[config.mk]
export PLATFORM = sky130hd
export DESIGN_NAME = adc_burst_moving_average
export DESIGN_NICKNAME = d
export VERILOG_FILES = /design/src/hw/rtl/abma_pkg.sv /design/src/hw/rtl/abma_ram.sv /design/src/hw/rtl/abma_div.sv /design/src/hw/rtl/adc_burst_moving_average.sv
export VERILOG_INCLUDE_DIRS = /design/src /design/src/hw/rtl
export SDC_FILE = /design/constraint.sdc
export NUM_CORES = 1
export LEC_CHECK = 0
export BUFFER_PORTS_ARGS = -buffer_cell sky130_fd_sc_hd__buf_4
export CAP_MARGIN = 0
export CORE_MARGIN = 10
export CORE_UTILIZATION = 55
export DETAILED_ROUTE_END_ITERATION = 8
export PLACE_DENSITY = 0.71
export SLEW_MARGIN = 20
export SYNTH_ARGS = -nofsm -noshare
export SYNTH_HDL_FRONTEND = slang
export SYNTH_HIERARCHICAL = 1
export SYNTH_SLANG_ARGS = --single-unit
[constraint.sdc]
create_clock -name clock -period 9.7 [get_ports clock]
set_input_delay 0.97 -clock clock [delete_from_list [all_inputs] [get_ports clock]]
set_output_delay 0.97 -clock clock [all_outputs]
set_load 0.05 [all_outputs]
[src/hw/rtl/adc_burst_moving_average_macros.svh]
// ----------------------------------------------------------------------------
// ADC burst moving average: assertion macros
// Shared assertion forms for the burst averaging block.
// ----------------------------------------------------------------------------
`ifndef ADC_BURST_MOVING_AVERAGE_MACROS_SVH
`define ADC_BURST_MOVING_AVERAGE_MACROS_SVH

// Same-cycle implication, disabled during reset.
`define ABMA_ASSERT_NOW(label, clk, rst, ante, cons, msg) \
   label: assert property (@(posedge clk) disable iff (rst) (ante) |-> (cons)) \
      else $error(msg);

// Next-cycle implication, disabled during reset.
`define ABMA_ASSERT_NEXT(label, clk, rst, ante, cons, msg) \
   label: assert property (@(posedge clk) disable iff (rst) (ante) |=> (cons)) \
      else $error(msg);

`endif

[src/hw/rtl/abma_pkg.sv]
// ----------------------------------------------------------------------------
// ADC burst moving average package
// Payload types, divider request type and fixed widths of the block.
// ----------------------------------------------------------------------------
package abma_pkg;

   // Fixed field and datapath widths.
   localparam int CHAN_W    = 4;
   localparam int SAMPLE_W  = 12;
   localparam int SUM_W     = 18;
   localparam int CNT_W     = 7;
   localparam int DIVISOR_W = 7;
   localparam int QUO_W     = 12;
   localparam int STEP_W    = 4;

   // Result status codes.
   localparam logic STATUS_OK   = 1'b0;
   localparam logic STATUS_FAIL = 1'b1;

   // One incoming request.
   typedef struct packed {
      logic [CHAN_W-1:0]   channel;
      logic [SAMPLE_W-1:0] sample;
      logic                read_failed;
   } req_type;

   // One result.
   typedef struct packed {
      logic [CHAN_W-1:0]   result_channel;
      logic [SAMPLE_W-1:0] average;
      logic                status;
   } rsp_type;

   // Start command for the window divider.
   typedef struct packed {
      logic                 start;
      logic [SUM_W-1:0]     dividend;
      logic [DIVISOR_W-1:0] divisor;
   } div_req_type;

endpackage

[src/hw/rtl/abma_ram.sv]
// ----------------------------------------------------------------------------
// ABMA generic RAM
// Single write port, single read port, registered read data.
// ----------------------------------------------------------------------------
module abma_ram #(
   parameter int WIDTH  = 48,
   parameter int DEPTH  = 16,
   parameter int ADDR_W = (DEPTH > 1) ? $clog2(DEPTH) : 1
) (
   input  logic              clock,
   input  logic              wr_en,
   input  logic [ADDR_W-1:0] wr_addr,
   input  logic [WIDTH-1:0]  wr_data,
   input  logic              rd_en,
   input  logic [ADDR_W-1:0] rd_addr,
   output logic [WIDTH-1:0]  rd_data
);

   logic [WIDTH-1:0] mem [DEPTH];

   // Write port.
   always_ff @(posedge clock) begin
      if (wr_en) begin
         mem[wr_addr] <= wr_data;
      end
   end

   // Registered read port.
   always_ff @(posedge clock) begin
      if (rd_en) begin
         rd_data <= mem[rd_addr];
      end
   end

endmodule

[src/hw/rtl/abma_div.sv]
// ----------------------------------------------------------------------------
// ABMA restoring divider
// Produces a 12-bit quotient, one bit per cycle, most significant bit first.
// ----------------------------------------------------------------------------
module abma_div
   import abma_pkg::*;
(
   input  logic              clock,
   input  logic              reset,
   input  div_req_type       div_req,
   output logic              done,
   output logic [QUO_W-1:0]  quotient
);

   logic [SUM_W-1:0]     rem_ff, rem_in;
   logic [DIVISOR_W-1:0] dsr_ff, dsr_in;
   logic [STEP_W-1:0]    step_ff, step_in;
   logic [QUO_W-1:0]     quo_ff, quo_in;
   logic                 busy_ff, busy_in;
   logic                 done_ff, done_in;
   logic [SUM_W-1:0]     shifted;
   logic                 fits;

   // Trial subtraction of the divisor aligned to the current quotient bit.
   assign shifted = SUM_W'(dsr_ff) << step_ff;
   assign fits    = (rem_ff >= shifted);

   // Next-state logic: load on start, otherwise resolve one bit per cycle.
   always_comb begin
      rem_in  = rem_ff;
      dsr_in  = dsr_ff;
      step_in = step_ff;
      quo_in  = quo_ff;
      busy_in = busy_ff;
      done_in = 1'b0;
      if (div_req.start) begin
         rem_in  = div_req.dividend;
         dsr_in  = div_req.divisor;
         step_in = STEP_W'(QUO_W - 1);
         quo_in  = '0;
         busy_in = 1'b1;
      end else if (busy_ff) begin
         quo_in[step_ff] = fits;
         if (fits) begin
            rem_in = rem_ff - shifted;
         end
         if (step_ff == '0) begin
            busy_in = 1'b0;
            done_in = 1'b1;
         end else begin
            step_in = step_ff - 1'b1;
         end
      end
   end

   // Control state is reset; the datapath is not.
   always_ff @(posedge clock) begin
      if (reset) begin
         busy_ff <= 1'b0;
         done_ff <= 1'b0;
      end else begin
         busy_ff <= busy_in;
         done_ff <= done_in;
      end
      rem_ff  <= rem_in;
      dsr_ff  <= dsr_in;
      step_ff <= step_in;
      quo_ff  <= quo_in;
   end

   assign done     = done_ff;
   assign quotient = quo_ff;

endmodule

[src/hw/rtl/adc_burst_moving_average.sv]
// ----------------------------------------------------------------------------
// ADC burst moving average
// Burst mean followed by a moving average over a per-channel history window.
// ----------------------------------------------------------------------------
// Usage:
// Requests carry a channel, a 12-bit sample and a read-failure flag over a
// valid/ready channel (req_*). Good samples are summed until BURST_SAMPLES
// have arrived; the completing request yields one result on the rsp_*
// channel with the truncated mean of the burst mean and the nonzero entries
// of that channel's history row. A failed read clears the running burst and
// yields an error result with a zero average. Good samples on a channel
// of CHANNELS or more are dropped without a result.
// Flow: a sample that does not complete a burst leaves the block ready for
// the next request; a failed read first passes through the respond state.
// A completing sample holds the input until its result is in the output
// register: the row is read and written back while the burst sum is scaled
// by a constant reciprocal, the HISTORY_DEPTH entries of the row are walked,
// the 12-bit window divider runs and the output register is loaded.
// History rows live in one RAM word per channel.
// Reset: the burst is cleared and every history row is marked empty through a
// per-channel valid bit, so no clearing pass is needed.
// Stall: the result sits in an output register; while rsp_ready is low the
// block still takes samples that do not complete a burst.
// ----------------------------------------------------------------------------
`include "adc_burst_moving_average_macros.svh"

module adc_burst_moving_average
   import abma_pkg::*;
#(
   parameter int CHANNELS      = 16,
   parameter int HISTORY_DEPTH = 4,
   parameter int BURST_SAMPLES = 8
) (
   input  logic    clock,
   input  logic    reset,
   input  logic    req_valid,
   output logic    req_ready,
   input  req_type req_data,
   output logic    rsp_valid,
   input  logic    rsp_ready,
   output rsp_type rsp_data
);

   localparam int ADDR_W = (CHANNELS > 1) ? $clog2(CHANNELS) : 1;
   localparam int ROW_W  = HISTORY_DEPTH * SAMPLE_W;
   localparam int IDX_W  = $clog2(HISTORY_DEPTH);
   localparam int USED_W = $clog2(HISTORY_DEPTH + 2);

   // Burst mean by reciprocal multiplication, exact for every burst sum.
   localparam int MEAN_SHIFT = SUM_W + $clog2(BURST_SAMPLES);
   localparam int MUL_W      = SUM_W + 2;
   localparam int PROD_W     = SUM_W + MUL_W;
   localparam logic [MUL_W-1:0] MEAN_MUL =
      MUL_W'(((64'd1 << MEAN_SHIFT) + 64'(BURST_SAMPLES) - 64'd1) / 64'(BURST_SAMPLES));

   // Sequencer states.
   localparam logic [2:0] ST_IDLE = 3'd0;
   localparam logic [2:0] ST_LOAD = 3'd1;
   localparam logic [2:0] ST_MEAN = 3'd2;
   localparam logic [2:0] ST_ACC  = 3'd3;
   localparam logic [2:0] ST_DIVS = 3'd4;
   localparam logic [2:0] ST_AVG  = 3'd5;
   localparam logic [2:0] ST_RESP = 3'd6;

   logic [2:0]          state_ff, state_in;
   logic [SUM_W-1:0]    sum_ff, sum_in;
   logic [CNT_W-1:0]    count_ff, count_in;
   logic [CHAN_W-1:0]   chan_ff, chan_in;
   logic [CHANNELS-1:0] row_valid_ff, row_valid_in;
   logic [ROW_W-1:0]    row_ff, row_in;
   logic [SUM_W-1:0]    total_ff, total_in;
   logic [USED_W-1:0]   used_ff, used_in;
   logic [IDX_W-1:0]    idx_ff, idx_in;
   logic [SAMPLE_W-1:0] mean_ff, mean_in;
   logic [SAMPLE_W-1:0] res_avg_ff, res_avg_in;
   logic                res_status_ff, res_status_in;
   logic                rsp_valid_ff, rsp_valid_in;
   rsp_type             rsp_data_ff, rsp_data_in;

   logic                accept;
   logic [SUM_W-1:0]    sum_next;
   logic [CNT_W-1:0]    count_next;
   logic                chan_ok;
   logic [ADDR_W-1:0]   row_addr;
   logic [SAMPLE_W-1:0] oldest;
   logic [PROD_W-1:0]   mean_product;
   logic [SAMPLE_W-1:0] burst_mean;

   div_req_type         div_req;
   logic                div_done;
   logic [QUO_W-1:0]    div_quo;

   logic                ram_wr_en;
   logic [ROW_W-1:0]    ram_wr_data;
   logic                ram_rd_en;
   logic [ROW_W-1:0]    ram_rd_data;

   // Input handshake and burst arithmetic.
   assign req_ready  = (state_ff == ST_IDLE);
   assign accept     = req_valid && req_ready;
   assign sum_next   = sum_ff + SUM_W'(req_data.sample);
   assign count_next = count_ff + 1'b1;
   assign chan_ok    = ({1'b0, req_data.channel} < (CHAN_W + 1)'(CHANNELS));
   assign row_addr   = chan_ff[ADDR_W-1:0];
   assign oldest     = row_ff[SAMPLE_W-1:0];

   // The completed burst sum waits in total_ff while the row is read.
   assign mean_product = PROD_W'(total_ff) * PROD_W'(MEAN_MUL);
   assign burst_mean   = mean_product[MEAN_SHIFT +: SAMPLE_W];

   // History rows, one RAM word per channel, oldest entry in the low bits.
   assign ram_rd_en   = accept;
   assign ram_wr_en   = (state_ff == ST_MEAN);
   assign ram_wr_data = {mean_ff, row_ff[ROW_W-1:SAMPLE_W]};

   abma_ram #(
      .WIDTH (ROW_W),
      .DEPTH (CHANNELS)
   ) u_history (
      .clock   (clock),
      .wr_en   (ram_wr_en),
      .wr_addr (row_addr),
      .wr_data (ram_wr_data),
      .rd_en   (ram_rd_en),
      .rd_addr (req_data.channel[ADDR_W-1:0]),
      .rd_data (ram_rd_data)
   );

   // Divider for the window mean; the divisor is the number of entries used.
   always_comb begin
      div_req = '0;
      if (state_ff == ST_DIVS) begin
         div_req.start    = 1'b1;
         div_req.dividend = total_ff;
         div_req.divisor  = DIVISOR_W'(used_ff);
      end
   end

   abma_div u_div (
      .clock    (clock),
      .reset    (reset),
      .div_req  (div_req),
      .done     (div_done),
      .quotient (div_quo)
   );

   // Sequencer: accept, read row and scale the burst sum, store, walk the
   // row, divide, respond; a failed read goes from accept straight to respond.
   always_comb begin
      state_in      = state_ff;
      sum_in        = sum_ff;
      count_in      = count_ff;
      chan_in       = chan_ff;
      row_valid_in  = row_valid_ff;
      row_in        = row_ff;
      total_in      = total_ff;
      used_in       = used_ff;
      idx_in        = idx_ff;
      mean_in       = mean_ff;
      res_avg_in    = res_avg_ff;
      res_status_in = res_status_ff;
      rsp_valid_in  = rsp_valid_ff && !rsp_ready;
      rsp_data_in   = rsp_data_ff;
      unique case (state_ff)
         ST_IDLE: begin
            if (accept) begin
               priority if (req_data.read_failed) begin
                  sum_in        = '0;
                  count_in      = '0;
                  chan_in       = req_data.channel;
                  res_avg_in    = '0;
                  res_status_in = STATUS_FAIL;
                  state_in      = ST_RESP;
               end else if (!chan_ok) begin
                  state_in = ST_IDLE;
               end else if (count_next >= CNT_W'(BURST_SAMPLES)) begin
                  sum_in   = '0;
                  count_in = '0;
                  chan_in  = req_data.channel;
                  total_in = sum_next;
                  state_in = ST_LOAD;
               end else begin
                  sum_in   = sum_next;
                  count_in = count_next;
               end
            end
         end
         ST_LOAD: begin
            row_in   = row_valid_ff[row_addr] ? ram_rd_data : '0;
            mean_in  = burst_mean;
            state_in = ST_MEAN;
         end
         ST_MEAN: begin
            row_valid_in[row_addr] = 1'b1;
            total_in = SUM_W'(mean_ff);
            used_in  = USED_W'(1);
            idx_in   = '0;
            state_in = ST_ACC;
         end
         ST_ACC: begin
            if (oldest != '0) begin
               total_in = total_ff + SUM_W'(oldest);
               used_in  = used_ff + 1'b1;
            end
            row_in = row_ff >> SAMPLE_W;
            idx_in = idx_ff + 1'b1;
            if (idx_ff == IDX_W'(HISTORY_DEPTH - 1)) begin
               state_in = ST_DIVS;
            end
         end
         ST_DIVS: begin
            state_in = ST_AVG;
         end
         ST_AVG: begin
            if (div_done) begin
               res_avg_in    = div_quo;
               res_status_in = STATUS_OK;
               state_in      = ST_RESP;
            end
         end
         ST_RESP: begin
            if (!rsp_valid_ff || rsp_ready) begin
               rsp_valid_in               = 1'b1;
               rsp_data_in.result_channel = chan_ff;
               rsp_data_in.average        = res_avg_ff;
               rsp_data_in.status         = res_status_ff;
               state_in                   = ST_IDLE;
            end
         end
         default: begin
            state_in = ST_IDLE;
         end
      endcase
   end

   // Registers: control state is reset, payload is not.
   always_ff @(posedge clock) begin
      if (reset) begin
         state_ff     <= ST_IDLE;
         sum_ff       <= '0;
         count_ff     <= '0;
         row_valid_ff <= '0;
         rsp_valid_ff <= 1'b0;
      end else begin
         state_ff     <= state_in;
         sum_ff       <= sum_in;
         count_ff     <= count_in;
         row_valid_ff <= row_valid_in;
         rsp_valid_ff <= rsp_valid_in;
      end
      chan_ff       <= chan_in;
      row_ff        <= row_in;
      total_ff      <= total_in;
      used_ff       <= used_in;
      idx_ff        <= idx_in;
      mean_ff       <= mean_in;
      res_avg_ff    <= res_avg_in;
      res_status_ff <= res_status_in;
      rsp_data_ff   <= rsp_data_in;
   end

   assign rsp_valid = rsp_valid_ff;
   assign rsp_data  = rsp_data_ff;

   // The running burst never holds a full burst between requests.
   `ABMA_ASSERT_NOW(a_burst_short, clock, reset, 1'b1, count_ff < CNT_W'(BURST_SAMPLES), "burst count reached burst length")
   // The divider only finishes while the sequencer waits for it.
   `ABMA_ASSERT_NOW(a_div_expected, clock, reset, div_done, (state_ff == ST_AVG), "unexpected divider completion")
   // An error result never carries an average.
   `ABMA_ASSERT_NOW(a_fail_zero, clock, reset, rsp_valid_ff && (rsp_data_ff.status == STATUS_FAIL), rsp_data_ff.average == '0, "error result with nonzero average")
   // A completed history write marks its row as filled.
   `ABMA_ASSERT_NEXT(a_row_marked, clock, reset, ram_wr_en, row_valid_ff[row_addr], "written history row not marked valid")

endmodule

# ---- After elaboration in Yosys (flattened, before gate mapping)
# Memory sizes are Yosys's and may differ from the RTL's. A register that Yosys moved wholly into a read port is not among the register bits.
# Cells that the tools add are included.
dict set report totals {
  register_bits 205
  latch_bits 0
  ram_bits 768
  mem_bits_ro 0
  inputBits 21
  output_inout_bits 19
  n_memories 1
}
# name words word_bits read_ports rd_ports_with_merged_regs write_ports line_no
set memory_table {}
lappend memory_table {u_history.mem 16 48 1 1 1 abma_ram.sv:19} ;# logic [WIDTH-1:0] mem [DEPTH];
dict set report op_classes {
  n_addsub 7
  multipliers 0
  div 0
  order_cmp 6
  eq_ne 16
  shifts 1
  muxes 50
  bitwise_logic 3
  n_reduce_logical 27
}
# operator n
set ops {}
lappend ops {{2-to-1 mux 18 bit} 9}
lappend ops {{one-hot mux 48 bit (2 select lines)} 1}
lappend ops {{one-hot mux 18 bit (3 select lines)} 1}
lappend ops {{2-to-1 mux 48 bit} 1}
lappend ops {{adder 18 x 12 -> 18 bit} 2}
lappend ops {{2-to-1 mux 12 bit} 3}
lappend ops {{2-to-1 mux 26 bit} 1}
lappend ops {{one-hot mux 12 bit (2 select lines)} 1}
lappend ops {{2-to-1 mux 3 bit} 7}
lappend ops {{one-hot mux 3 bit (7 select lines)} 1}
lappend ops {{>= comparator 18 bit} 1}
lappend ops {{<< shifter 7 x 4 -> 18 bit} 1}
lappend ops {{subtractor 18 bit} 1}
lappend ops {{OR 16 bit} 1}
lappend ops {{2-to-1 mux 1 bit} 14}
lappend ops {{2-to-1 mux 7 bit} 2}
lappend ops {{bitwise mux 12 bit} 1}
lappend ops {{nonzero test 12 bit} 1}
lappend ops {{nonzero test 2 bit} 6}
lappend ops {{< comparator 4 x 5 -> 1 bit, second input constant} 2}
lappend ops {{AND reduction 2 bit} 5}
lappend ops {{AND reduction 5 bit} 2}
lappend ops {{== test 3 bit, second input constant} 3}
lappend ops {{demux 1 bit (select 4 bit)} 2}
lappend ops {{27 further kinds} 41}

# ---- Depth between registers and ports, before layout
# Gate-level depths: netlist of the first run.
dict set report depth {
  word_depth 6
  mapped_depth 15
  depth_no_buf 13
}

# ---- Hierarchy
# Netlist of the first run, hierarchy kept.
# mod instances cells_per_inst area_each_um2 seq_area_each_um2
set modules_own_cells {}
lappend modules_own_cells {abma_ram 1 1242 30175.2 24503.5}
lappend modules_own_cells {adc_burst_moving_average 1 767 7958.9 4414.2}
lappend modules_own_cells {abma_div 1 323 2962.8 1111.1}

# ---- Worst setup path before layout of the first run
# Ideal clock, no wire load.
dict set report synth_timing {
  path_type {reg-to-reg}
  startpoint {register state_ff[2]}
  endpoint {memory u_history.mem[0][0] (enable)}
  setup_ns 0.513
  arrival_time_ns 4.779
  path_slack_ns 4.408
  stages_incl_launch_ff 7
  n_path_buf 2
  cell_sequence {dfxtp_1 > clkbuf_1 > nand2b_1 > buf_2 > nor2_1 > or3b_2 > nor3_1}
}
dict set report synth_between {
  elab_chain_len 3
}
# item line_no
set synth_lines {}
lappend synth_lines {{start: declaration} adc_burst_moving_average.sv:65} ;# logic [2:0] state_ff, state_in;
lappend synth_lines {{start signal: assignment} adc_burst_moving_average.sv:245} ;# state_ff <= state_in;
lappend synth_lines {{== test 3 x 2 -> 1 bit} adc_burst_moving_average.sv:113} ;# assign ram_wr_en = (state_ff == ST_MEAN);
lappend synth_lines {{net ram_wr_en} adc_burst_moving_average.sv:93} ;# logic ram_wr_en;
lappend synth_lines {{2-to-1 mux 1 bit} abma_ram.sv:23} ;# if (wr_en) begin
lappend synth_lines {{2-to-1 mux 1 bit (implied by the code)} abma_ram.sv:24} ;# mem[wr_addr] <= wr_data;
lappend synth_lines {{end: declaration} abma_ram.sv:19}
# The timed path passes the listed nets, and every way through them passes these cells.

# ---- Worst setup path in the final report of the first run
dict set report layout_timing {
  startpoint {register u_div.step_ff[0]}
  endpoint {register u_div.rem_ff[2] (enable)}
}
dict set report layout_between {
  elab_chain_len 4
}
# item line_no
set layout_lines {}
lappend layout_lines {{start: declaration} abma_div.sv:17} ;# logic [STEP_W-1:0] step_ff, step_in;
lappend layout_lines {{start signal: assignment} abma_div.sv:67} ;# step_ff <= step_in;
lappend layout_lines {{<< shifter 7 x 4 -> 18 bit} abma_div.sv:25} ;# assign shifted = SUM_W'(dsr_ff) << step_ff;
lappend layout_lines {{>= comparator 18 bit} abma_div.sv:26} ;# assign fits = (rem_ff >= shifted);
lappend layout_lines {{nonzero test 2 bit (no source line)} --}
lappend layout_lines {{AND reduction 2 bit (no source line)} --}
lappend layout_lines {{end signal: assignment} abma_div.sv:65} ;# rem_ff <= rem_in;
lappend layout_lines {{end: declaration} abma_div.sv:15} ;# logic [SUM_W-1:0] rem_ff, rem_in;
# Every way passes these cells.
# A chain may end at the register's enable or synchronous reset.

==> out/metrics.yaml, run 1 <==
status: "finished clean"
maxSlewViolCount: 0
synthDistinctLibCells: 68
final_common_cell: "edfxtp_1"
layout_common_cells: "958 x edfxtp_1, 209 x nand2_1, 197 x mux4_2"
fmax_mhz: 234
synth_top_family_by_area: "multiplexers"
synthMuxAreaShare: 0.114
wirelength_mm: 94.2
crit_required_ns: 10.09
clk_pin_slew_ns: 0.06
max_cap_viol_count: 0
firstDrtPassIters: 7
hp-class: "register to register"
setup_violations: 0
synth_compound_area_frac: 0.0637
antennaDiodeCount: 0
area_delta_synth_final_pct: 11.3
vias: 22311
gr-total-overflow: 0
instances_no_fill: 3443
rsz0062_at_grt: "no"
worst_ep_arrival_time_ns: 4.66
fp-row-count: 100
clock-sinks: 1021
synth_edf_count: 958
grt_pass1_vias: 22147
ios: 40
final_antenna_net_count: 0
port_buffers: 39
synth-simple-area-share: 0.0530
p_per_area_nw_per_um2: 256
startpoint_type: "register"
grt_pass1_wl_mm: 142
r2r_cells: 11
post_cts_buffers: 0
grt_max_degree: 116
ys_async_sr_fraction: 0
drc: 0
drt_iter0_markers: 2586
cts_max_path_buffers: 3
grt_usage: 0.220
reg2reg_from: "u_div/step_ff[0]$_SDFFE_PP1P_"
crit_start: "u_div/step_ff[0]$_SDFFE_PP1P_"
fin_ws_ns: 5.43
vias_per_cell: 6.48
worst_pin_slew_ns: 1.12
synth_ff_type: "edfxtp_1"
start_util: 0.554
place_ws_ns: 5.43
syn_inst: 2332
final.period_utilization: 0.440
die_w_um: 293
drive_gt1_frac: 0.183
cts-buffers-inserted: 99
die_height_um: 293
cts_tree: "done"
wire_per_inst_um: 27.4
synth_area_per_cell_um2: 17.6
vdd_drop_max_uv: 152
tns_ns: 0
relSlewSlack: 0.250
dieArea_um2: 86100
cp-end-kind: "register"
endpoint: "u_div/rem_ff[2]$_DFFE_PP_"
skew_ns: 0.0497
hpwlAfterDp_mm: 47.6
gp_congestion: 0.857
ys_seq_area_frac: 0.731
crit_fanout: 18
htree_levels: 3
synth-xor-area-share: 0.00682
synth_area_um2: 41100
ff2ff_setup_slack_ns: 5.43
ctsHoldBuffers: 0
fin_crit_ns: 4.27
synth_warnings: 6
finalHoldViolations: 0
grt_antenna_before_repair: 1
synthAdderAreaFrac: 0.0167
postCtsResizedCells: 0
root_buffer: "clkbuf_16"
ys_ff_latch: 1021
worstSkewPairLatency_ns: 0.68
core_area_um2: 74200
fin_nets: 2469
power_leakage_nw: 15.0
crit_type: "register to register"
dpl.cell_count: 3262
r2r-end: "u_div/rem_ff[2]$_DFFE_PP_"
==> cell type report <==
type / instances / area, um^2
well taps: 969 / 1210
flip-flops and latches: 1021 / 30000
clock buffers: 133 / 2660
clock inverters: 47 / 488
inverters: 18 / 67.6
fillers: 5119 / 28500
multi-input cells: 1174 / 10600
repair buffers: 81 / 659
==> kinds of logic after synthesis <==
group,after synthesis
flip-flops,1021
AND/OR/NAND/NOR,465
AO/OA/AOI/OAI,399
multiplexers,221
buffers and inverters,140
adder cells (fa/ha/maj),53
XOR/XNOR,32
other,1
==> state kept, by name (all words and copies together) (netlist names), 12 cells and up <==
register / count
total_ff: 18
rsp_data: 17
row_valid_ff: 16
u_history/mem: 768
sum_ff: 18
row_ff: 48
res_avg_ff: 12
mean_ff: 12
u_div/rem_ff: 18
u_history/rd_data: 48
u_div/quotient: 12
==> critical path, cell delays in order, from the launching register on <==
cell      delay [ns]
dfxtp_1         0.63
clkinv_1        0.38
o21ai_0         0.47
o211ai_1        0.16
ha_1            0.37
a21oi_1         0.29
o21bai_1        0.15
and3_1          0.21
a21o_1          0.16
a211oi_2        0.78
o21ai_1         0.12
buf_4           0.25
==> metrics by stage <==
step / hold WS, ns / total power [W] / util / cell area, um^2
2_1_floorplan: 0.400 / 0.00734 / - / 41100
3_3_place_gp: 0.408 / 0.00794 / 0.573 / 42500
3_5_place_dp: 0.405 / 0.00801 / 0.574 / 42600
4_1_cts: 0.418 / 0.0117 / 0.616 / 45700
5_1_grt: 0.423 / 0.0122 / 0.616 / 45700
6_report: 0.416 / 0.0117 / 0.616 / 45700
==> where the power goes <==
| part | switching (W) | total [W] | internal, W |
|---|---|---|---|
| sequential | 0.000369 | 0.00584 | 0.00547 |
| clock | 0.00161 | 0.00372 | 0.00212 |
| combinational | 0.00135 | 0.00213 | 0.000779 |
| total | 0.00332 | 0.0117 | 0.00836 |
==> worst min path at each step <==
stage	startpoint	end	slack [ns]	cells past startpoint
floorplan	res_status_ff$_DFFE_PP_	rsp_data[0]$_DFFE_PP_	0.40	0
global placement	res_status_ff$_DFFE_PP_	rsp_data[0]$_DFFE_PP_	0.41	0
detailed placement	res_avg_ff[5]$_SDFFCE_PP0P_	rsp_data[6]$_DFFE_PP_	0.40	0
CTS	res_avg_ff[5]$_SDFFCE_PP0P_	rsp_data[6]$_DFFE_PP_	0.42	0
global route	res_avg_ff[1]$_SDFFCE_PP0P_	rsp_data[2]$_DFFE_PP_	0.42	0
finish	res_avg_ff[5]$_SDFFCE_PP0P_	rsp_data[6]$_DFFE_PP_	0.42	0
==> routing by layer <==
layer  GRT usage  up-vias  share of wire
met4      0.0655        0          0.024
li1            -     9488              -
met1       0.309    11478           0.40
met2       0.342     1195           0.47
met5           0        -              0
met3      0.0508      150           0.11
==> synthesized netlist by cell type, types with 4 or more instances <==
cell type,n,share of area
mux4_2,197,0.11
a21oi_1,81,0.0099
inv_1,15,0.0014
mux2_2,7,0.0019
nor4_1,6,0.00091
nor3_1,19,0.0023
buf_4,20,0.0037
or3_1,5,0.00076
edfxtp_1,958,0.70
ha_1,50,0.015
xnor2_1,25,0.0053
nand2b_1,12,0.0018
dfxtp_1,63,0.031
nand3_1,20,0.0024
and3_1,32,0.0049
a22oi_1,106,0.019
mux2i_1,17,0.0041
nor2_1,81,0.0074
a21o_1,21,0.0038
buf_2,15,0.0018
o31ai_1,4,0.00073
nand3b_1,9,0.0016
xor2_1,7,0.0015
a211oi_1,13,0.0024
nand4_1,4,0.00061
nor2b_1,16,0.0024
and2_1,39,0.0059
buf_1,24,0.0022
o21a_1,11,0.0020
a31oi_1,16,0.0024
o22ai_1,4,0.00061
clkbuf_1,63,0.0058
o21ai_0,88,0.011
a311oi_1,14,0.0030
nand2_1,210,0.019
o31a_1,4,0.00085
o211ai_1,7,0.0013
(Power assumes the default switching activity.)
==> run 2, diff against run 1 <==
==> constraint.sdc (replaced) <==
create_clock -name clock -period 4.1 [get_ports clock]
set_input_delay 0.41 -clock clock [delete_from_list [all_inputs] [get_ports clock]]
set_output_delay 0.41 -clock clock [all_outputs]
set_load 0.05 [all_outputs]
==> out/metrics.yaml, run 2 (synthesis gave the netlist of run 1 again) <==
area_delta_synth_final_pct: 12.2
cp-end-kind: "register"
firstDrtPassIters: 5  # -2
wirelength_mm: 94.1  # -0.18%
drive_gt1_frac: 0.194  # +0.0108
vias_per_cell: 6.43  # -0.79%
port_buffers: 39  # unchanged
final.period_utilization: 0.927  # +0.486
wire_per_inst_um: 27.1  # -0.95%
max_cap_viol_count: 0  # unchanged
worst_ep_arrival_time_ns: 4.21  # -0.45 ns
grt_max_degree: 59  # -49%
fin_ws_ns: 0.301  # -5.13 ns
reg2reg_from: "u_div/step_ff[0]$_SDFFE_PP1P_"
hpwlAfterDp_mm: 50.7  # +6.6%
ff2ff_setup_slack_ns: 0.30  # -5.13 ns
ios: 40  # unchanged
gr-total-overflow: 0  # unchanged
gp_congestion: 0.848  # -1.0%
clock-sinks: 1021  # unchanged
cts-buffers-inserted: 99  # unchanged
largestRegisters: "u_history/mem (768), row_ff (48), u_history/rd_data (48)"
place_ws_ns: 0.299  # -5.13 ns
fmax_mhz: 263  # +12%
final_common_cell: "edfxtp_1"
critPathMaxStageDelay_ns: 0.62  # -0.16 ns
power_leakage_nw: 15.2  # +1.4%
core_area_um2: 74200  # unchanged
skew_ns: 0.0432  # -0.00653 ns
path_cells: "clkinv_1, o21ai_0, o211ai_1, ha_1, a21oi_1, o21bai_1, and3_1, a21o_1, a211oi_2, o21ai_1, buf_4"
worstHoldPathCells: 3  # +3
clk_pin_slew_ns: 0.06  # about the same
fin_nets: 2497  # +1.1%
grt_antenna_before_repair: 1  # unchanged
vdd_drop_max_uv: 350  # +130%
drc: 0  # unchanged
setup_violations: 0  # unchanged
crit_required_ns: 4.51  # -5.58 ns
relSlewSlack: 0.239  # -0.0113
finalHoldViolations: 0  # unchanged
worstSkewPairLatency_ns: 0.68  # about the same
cts_tree: "done"
die_height_um: 293  # unchanged
status: "finished clean"
largest_reg_flops: 768  # unchanged
fin_crit_ns: 3.80  # -0.472 ns
crit_type: "register to register"
layout_common_cells: "958 x edfxtp_1, 209 x nand2_1, 197 x mux4_2"
grt_pass1_wl_mm: 141  # -0.73%
rsz0062_at_grt: "no"
cts_max_path_buffers: 3  # unchanged
final_antenna_net_count: 0  # unchanged
root_buffer: "clkbuf_16"
drt_iter0_markers: 2306  # -11%
htree_levels: 3  # unchanged
place_area_um2: 42900  # +0.93%
critPathSlowestCell: "dfxtp_1"
r2r-end: "u_div/rem_ff[3]$_DFFE_PP_"
maxSlewViolCount: 0  # unchanged
dieArea_um2: 86100  # unchanged
tns_ns: 0  # unchanged
startpoint_type: "register"
grt_usage: 0.218  # -0.00218
crit_fanout: 13  # -5
grt_pass1_vias: 22422  # +1.2%
start_util: 0.554  # unchanged
hp-class: "primary input to register"
top_register: "u_history/mem"
worst_pin_slew_ns: 1.14  # +0.0154 ns
p_per_area_nw_per_um2: 600  # +130%
die_w_um: 293  # unchanged
fin_area_um2: 46100  # +0.87%
r2r_cells: 11  # unchanged
hp-start: "rsp_ready"
antennaDiodeCount: 0  # unchanged
vias: 22308  # -0.013%
min_to: "rsp_valid$_SDFF_PP0_"
fp-row-count: 100  # unchanged
run 2: final cells by class:
class	instances	area, um^2
inverters	18	67.6
clock buffers	108	2520
well taps	969	1210
flip-flops and latches	1021	30000
fillers	5115	28100
clock inverters	71	604
repair buffers	109	1050
multi-input cells	1174	10600
run 2: power by group:
group / internal [W] / switching, W
Combinational: 0.00194 / 0.00318
Clock: 0.00489 / 0.00383
Sequential: 0.0129 / 0.000898
run 2: stage by stage:
stage | util | hold slack (ns) | total power [W] | cells
after floorplan | - | 0.400 | 0.0174 | 2335
after global placement | 0.579 | 0.402 | 0.0189 | 3288
after detailed placement | 0.579 | 0.408 | 0.0191 | 3288
after CTS | 0.621 | 0.0559 | 0.0278 | 3469
after global routing | 0.622 | 0.0877 | 0.0288 | 3470
final | 0.622 | 0.0905 | 0.0277 | 3470
run 2: metal layers:
metal,global-route usage,up-vias,share of wire
li1,-,9557,-
met1,0.305,11503,0.40
met2,0.345,1101,0.48
met3,0.0452,145,0.097
met4,0.0630,2,0.022
met5,0,-,0.00014
run 2: timing repair:
action	4_1_cts	5_1_grt
endpoints found under the hold margin	2	0
resized for setup	0	1
setup buffers	0	0
hold buffers	2	0
endpoints found under the setup margin	0	1
run 2: worst max path at each step:
stage / start / end
CTS: u_div/step_ff[0]$_SDFFE_PP1P_ / u_div/rem_ff[15]$_DFFE_PP_
global route: u_div/step_ff[0]$_SDFFE_PP1P_ / u_div/rem_ff[17]$_DFFE_PP_
detailed placement: u_div/step_ff[0]$_SDFFE_PP1P_ / u_div/rem_ff[15]$_DFFE_PP_
global placement: u_div/step_ff[0]$_SDFFE_PP1P_ / u_div/rem_ff[17]$_DFFE_PP_
floorplan: state_ff[2]$_SDFFE_PP0P_ / u_history/mem[1][0]$_DFFE_PP_
finish: u_div/step_ff[0]$_SDFFE_PP1P_ / u_div/rem_ff[3]$_DFFE_PP_
run 2: worst max-delay path, delay by kind of cell (launching register included):
kind,cells,cell delay (ns)
AOI/OAI and AO/OA,7,1.72
adders and majority gates,1,0.38
DFF,1,0.62
buffers and inverters,2,0.59
and+or+nand+nor,1,0.22
